**config.mk**
```make
export PLATFORM = sky130hd
export DESIGN_NAME = sed_ctrl
export DESIGN_NICKNAME = d
export VERILOG_FILES = /design/src/sed_pkg.sv /design/src/sed_ctrl.sv
export SDC_FILE = /design/constraint.sdc
export NUM_CORES = 1
export LEC_CHECK = 0
export BUFFER_PORTS_ARGS = -buffer_cell sky130_fd_sc_hd__buf_2
export CAP_MARGIN = 5
export CORE_AREA = 3 3 40 42
export DETAILED_ROUTE_END_ITERATION = 8
export DIE_AREA = 0 0 43 45
export SLEW_MARGIN = 20
export SYNTH_ARGS = -nofsm -noshare
export SYNTH_HDL_FRONTEND = slang
export SYNTH_SLANG_ARGS = --single-unit
```
**constraint.sdc**
```tcl
create_clock -name clk -period 1.1 [get_ports clk]
set_input_delay 0.11 -clock clk [delete_from_list [all_inputs] [get_ports clk]]
set_output_delay 0.11 -clock clk [all_outputs]
set_load 0.01 [all_outputs]
```
**src/sed_pkg.sv**
```systemverilog
// shared constants, types and helpers for the sobel edge detector
// no dependencies; imported by the top level, sed_ctrl and sed_dp
package sed_pkg;

  localparam int MAX_WIDTH  = 256;
  localparam int MAX_HEIGHT = 256;
  localparam int LINE_AW    = $clog2(MAX_WIDTH);
  localparam int CNT_W      = 9;
  localparam int ROW_W      = CNT_W + 1;
  localparam int PIX_W      = 24;
  localparam int GRAD_W     = 11;
  localparam int SQ_W       = 21;
  localparam int ROOT_STEPS = 8;
  localparam int STEP_W     = 3;
  localparam int LUMA_W     = 18;

  localparam logic [CNT_W-1:0] MIN_DIM    = CNT_W'(3);
  localparam logic [CNT_W-1:0] MAX_W_VAL  = CNT_W'(MAX_WIDTH);
  localparam logic [CNT_W-1:0] MAX_H_VAL  = CNT_W'(MAX_HEIGHT);
  localparam logic [LUMA_W-1:0] WHITE_THRESH = LUMA_W'(128000);
  localparam logic [9:0] COEF_R = 10'd299;
  localparam logic [9:0] COEF_G = 10'd587;
  localparam logic [9:0] COEF_B = 10'd114;
  localparam logic [SQ_W-1:0] SAT_LIMIT = SQ_W'(65536);

  // register map, index = paddr[3:2]
  localparam logic [1:0] REG_EDGE_MODE    = 2'd0;
  localparam logic [1:0] REG_FRAME_WIDTH  = 2'd1;
  localparam logic [1:0] REG_FRAME_HEIGHT = 2'd2;

  typedef struct packed {
    logic              take;
    logic              load;
    logic              grad;
    logic              sq;
    logic              root_step;
    logic [STEP_W-1:0] root_bit;
    logic              out_load;
  } sed_cmd_t;

  typedef struct packed {
    logic in_valid;
    logic emit;
    logic mode;
    logic out_free;
  } sed_stat_t;

  function automatic logic is_white(input logic [PIX_W-1:0] px);
    logic [LUMA_W-1:0] s;
    s = LUMA_W'(COEF_R) * LUMA_W'(px[23:16]) + LUMA_W'(COEF_G) * LUMA_W'(px[15:8])
      + LUMA_W'(COEF_B) * LUMA_W'(px[7:0]);
    return s >= WHITE_THRESH;
  endfunction

endpackage

```
**src/sed_ctrl.sv**
```systemverilog
// controller state machine sequencing one word through the datapath
// depends on sed_pkg
module sed_ctrl (
  input  logic              clk,
  input  logic              rst,
  input  sed_pkg::sed_stat_t stat,
  output sed_pkg::sed_cmd_t  cmd,
  output logic              in_ready
);
  import sed_pkg::*;

  localparam logic [2:0] S_IDLE = 3'd0;
  localparam logic [2:0] S_LOAD = 3'd1;
  localparam logic [2:0] S_GRAD = 3'd2;
  localparam logic [2:0] S_SQ   = 3'd3;
  localparam logic [2:0] S_ROOT = 3'd4;
  localparam logic [2:0] S_OUT  = 3'd5;

  logic [2:0]        state, state_next;
  logic [STEP_W-1:0] step, step_next;

  always_ff @(posedge clk) begin
    if (rst) begin
      state <= S_IDLE;
      step  <= '0;
    end else begin
      state <= state_next;
      step  <= step_next;
    end
  end

  always_comb begin
    state_next = state;
    step_next  = step;
    cmd        = '0;
    cmd.root_bit = STEP_W'(ROOT_STEPS - 1) - step;
    case (state)
      S_IDLE: begin
        if (stat.in_valid) begin
          cmd.take   = 1'b1;
          state_next = S_LOAD;
        end
      end
      S_LOAD: begin
        cmd.load   = 1'b1;
        state_next = stat.emit ? S_GRAD : S_IDLE;
      end
      S_GRAD: begin
        cmd.grad   = 1'b1;
        state_next = stat.mode ? S_SQ : S_OUT;
      end
      S_SQ: begin
        cmd.sq     = 1'b1;
        step_next  = '0;
        state_next = S_ROOT;
      end
      S_ROOT: begin
        cmd.root_step = 1'b1;
        step_next     = step + STEP_W'(1);
        if (step == STEP_W'(ROOT_STEPS - 1)) begin
          state_next = S_OUT;
        end
      end
      S_OUT: begin
        if (stat.out_free) begin
          cmd.out_load = 1'b1;
          state_next   = S_IDLE;
        end
      end
      default: begin
        state_next = S_IDLE;
      end
    endcase
  end

  assign in_ready = (state == S_IDLE);

`ifndef ASSERT_OFF
  a_take_load: assert property (@(posedge clk) disable iff (rst)
    cmd.take |=> state == S_LOAD) else $error("take not followed by load");
  a_root_end: assert property (@(posedge clk) disable iff (rst)
    (state == S_ROOT && step == STEP_W'(ROOT_STEPS - 1)) |=> state == S_OUT)
    else $error("root iteration overran");
  a_out_free: assert property (@(posedge clk) disable iff (rst)
    cmd.out_load |-> stat.out_free) else $error("result loaded over held word");
`endif
endmodule

```
### After elaboration in Yosys (flattened, before gate mapping)

Cells that the tools add are included.

* register bits: 6
* bits in latches: 0
* bits in writable memories: 0
* memory bits (read-only): 0
* logic and storage cells: 31
* memories kept: 0

* add/subtract/negate cells: 2
* multipliers: 0
* divide/modulo/power cells: 0
* magnitude comparators: 0
* equal/unequal tests: 9
* shift operators: 0
* multiplexer cells: 15
* bitwise gates (word level): 0
* reductions and logical operators: 3

Operators with widths (count)
* 3-bit case mux with 6 select lines: 1
* 3-bit two-way mux: 4
* 3-bit == test (second input constant): 3
* 1-bit two-way mux: 8
* 3-bit by 2-bit == test with 1-bit output (second input constant): 2
* 2-bit != test (second input constant): 3
* 3-bit case mux with 2 select lines: 1
* 3-bit by 1-bit adder with 3-bit output (second input constant): 1
* 3-bit by 1-bit == test with 1-bit output (second input constant): 1
* 3-bit logical NOT: 1
* 3-bit AND reduction: 1
* 3-bit subtractor (first input constant): 1
* 2-bit two-way mux: 1
* 2-bit nonzero test: 1

### Longest topological paths before layout

* word-level depth: 3
* gate-level depth with buffers: 5

### Least setup slack after synthesis

Ideal clock, no wire load.

* path type: register -> register
* start point: register step[0]
* end point: register state[0]
* library setup time: 0.116 ns
* arrival time: 1.035 ns
* data required time: 0.984 ns
* setup slack: -0.051 ns
* cell stages (with the launch flop): 6
* buffers on the path: 0
* period minus slack after synthesis: 1.151 ns
* cell sequence: dfxtp_1 -> ha_1 -> ha_1 -> mux2i_1 -> o221ai_1 -> and3b_1

* cells in the longest elaborated chain, start to end: 3

RTL lines
* start, declared: RTL line sed_ctrl.sv:20 `logic [STEP_W-1:0] step, step_next;`
* start signal, assigned: RTL line sed_ctrl.sv:28 `step <= step_next;`
* 3-bit == test: RTL line sed_ctrl.sv:60 `if (step == STEP_W'(ROOT_STEPS - 1)) begin`
* 2-bit != test (no source line)
* 3-bit AND reduction (no source line)
* end signal, assigned: RTL line sed_ctrl.sv:27 `state <= state_next;`
* end, declared: RTL line sed_ctrl.sv:19 `logic [2:0] state, state_next;`

Every way passes these cells.
A chain may end at the register's enable or synchronous reset.

==> results.txt <==
Longest Clk Path Bufs: 2
Dpl hpwl: 818 µm
Root buf cell: clkbuf_4
Placed cell areas: 591 µm²
Post-synth EDFFs: 0
IO buf count: 15
Final setup violation count: 9
Initial DRT Pass Iterations: 2
Total negative slack: -0.731 ns
Largest net degree at the start of global routing: 9
Row cnt: 13
Kind of critical path: register to output pin
CP bufs+invs: 2
Final setup margin: -0.184 ns
R2R Path Start: step[0]
Initial antenna violation count: 0
Crit start category: register
WL per Instance: 12.2 µm
Die Span Y: 45 µm
Total Routing Usage GR: 12.7%
Ant diodes: 0
Maximum fanout along the worst path: 4
Share of layout cells above drive strength 1: 69.9%
Via/cell ratio: 4.76
Post-synthesis cell area: 393 µm²
Top cell type by total area after synthesis: dfxtp_1
Die X: 43 µm
Top cells by area, synth: dfxtp_1, ha_1, nor2_1
CP Capture Point: cmd[4]
First-pass GRT wire length: 1.81 mm
Clock sinks: 6
Syn nets: 56
Hold Crit Class: primary input to register
Critical Path RT: 0.99 ns
CTS HTree Levels: 1
Commonest cells in the netlist: dfxtp_1, nor2_1, inv_1
Critical path, cell by cell: or3b_4 -> inv_2 -> buf_6
Synth Flop Type: dfxtp_1
Layout area overhead: 90.4%
Worst reg2reg setup slack: -0.08 ns
Top cell family by delay on the critical path: simple AND/OR/NAND/NOR gates
Design Power: 622 µW
Clock Latency Late Sink: 0.24 ns
Post-synthesis async set-or-reset flop share: 0%
Vias: 466
Clock transition at path regs: 0.05 ns
Final WL: 1.19 mm
Cell count after synthesis: 48
Worst vdd ir: 761 µV
# nets final: 93
Routability cong.: 0.767
Drt drc: 0
Crit path DAT: 1.17 ns
Synth unique cells: 24
Static Leak: 0.341 nW
Die ar.: 0.00194 mm²
Mapped Avg Cell Area: 8.18 µm²
Top cell type's share of synthesized area: 30.6%
Antenna Violating Nets Remaining: 0
Pwr dens: 832 mW/mm²
Failing checks: negative setup slack
Core area: 0.00128 mm²
Fin crit period: 1.28 ns
Crit end category: output pin
Final hold viol count: 0
Pre-CTS WS: -0.0825 ns
Worst Skew: 0.00800 ns
Max-Cap Viols: 0
Levels on crit path: 3
Register bit total from synthesis: 6
Initial Utilization: 30.6%
Number of DRC markers in iteration 0: 3
I/O pin total: 16
Synth Warn #: 0
Tcrit/Tclk final: 117%
Vias in the first global route: 427
GRT overflow: 0
Post-CTS Hold Fix Bufs: 0
CP peak stage delay: 0.42 ns
Setup crit start: state[0]
Layout Utilization: 58.2%
Slew @ Worst Pin: 0.255 ns
RR Endpoint: state[0]
Design area: 748 µm²
Status: finished, violations left
Final Slew Violations: 0
Reg2reg path depth: 5
Crit-path slowest cell: or3b_4
CTS buffer count: 3
RSZ-0062 raised after global routing: true
CTS tree: done
Slew margin rel.: 82.9%
FMAX: 0.779 GHz
Sequential area share after synthesis: 30.6%
==> worst reg2reg max path, delay by kind of cell, from the launching register on <==
kind / cells / cell delay (ns)
compound gates: 1 / 0.12
flops: 1 / 0.33
mux: 1 / 0.15
simple gates: 1 / 0.18
fa+ha+maj: 2 / 0.30
==> area by class of cell <==
class,instances,area (µm²)
repair buffers,34,246
inverters,6,25.0
fillers,107,537
flip-flops and latches,6,134
well taps,15,18.8
clock buffers,3,22.5
multi-input cells,34,302
==> repair_timing <==
item	CTS	global route
hold endpoints to repair	0	0
gates cloned	0	0
pin swaps	7	4
buffers inserted	7	0
resized for setup	14	11
endpoints found under the setup margin	10	12
==> worst min path at each step <==
stage	start	end	slack, ns	cells past startpoint
global route	rst	state[2]	0.11	2
CTS	rst	state[1]	0.12	2
floorplan	rst	step[2]	0.18	1
finish	rst	state[2]	0.11	2
detailed placement	rst	step[2]	0.38	2
global placement	rst	step[2]	0.38	2
==> report_power, final <==
group / switching, mW / internal, mW / leakage [nW]
combinational: 0.0861 / 0.102 / 0.276
sequential: 0.0116 / 0.225 / 0.0519
clock: 0.0746 / 0.123 / 0.0138
total: 0.172 / 0.450 / 0.341
==> stage by stage <==
step                hold slack, ns  std cells
finish                       0.114         98
global route                 0.115         98
CTS                          0.117         98
detailed placement           0.376         88
global placement             0.376         88
floorplan                    0.179         48
==> kinds of logic (layout without fill, tap and decap cells) <==
| logic type | Yosys count | in the layout | synth area share (%) |
|---|---|---|---|
| muxes | 2 | 2 | 5.10 |
| AOI/OAI and AO/OA | 8 | 8 | 15.3 |
| adders and majority gates | 2 | 2 | 6.37 |
| and+or+nand+nor | 22 | 22 | 32.2 |
| buffers and inverters | 8 | 43 | 10.5 |
| DFF | 6 | 6 | 30.6 |
==> state kept, by name, indices dropped and copies added (netlist names) <==
| name | flops |
|---|---|
| state | 3 |
| step | 3 |
==> cells in the final DEF (no fill, tap or decap), types with 2 or more instances in the layout <==
| cell type | count |
|---|---|
| buf_4 | 13 |
| nand3_1 | 3 |
| nor2_1 | 6 |
| a21oi_2 | 3 |
| clkbuf_4 | 3 |
| nand2_1 | 2 |
| mux2i_1 | 2 |
| inv_1 | 3 |
| buf_2 | 14 |
| inv_2 | 2 |
| buf_6 | 7 |
| ha_4 | 2 |
| dfxtp_4 | 3 |
| dfxtp_2 | 2 |
==> layer usage <==
layer  global-route usage [%]  part of all wire [%]
met5                        0                     0
met4                     3.61                     0
met3                     5.98                   4.9
met2                     21.9                    54
met1                     14.1                    42
Note: power is estimated with default switching activity, not from simulation.
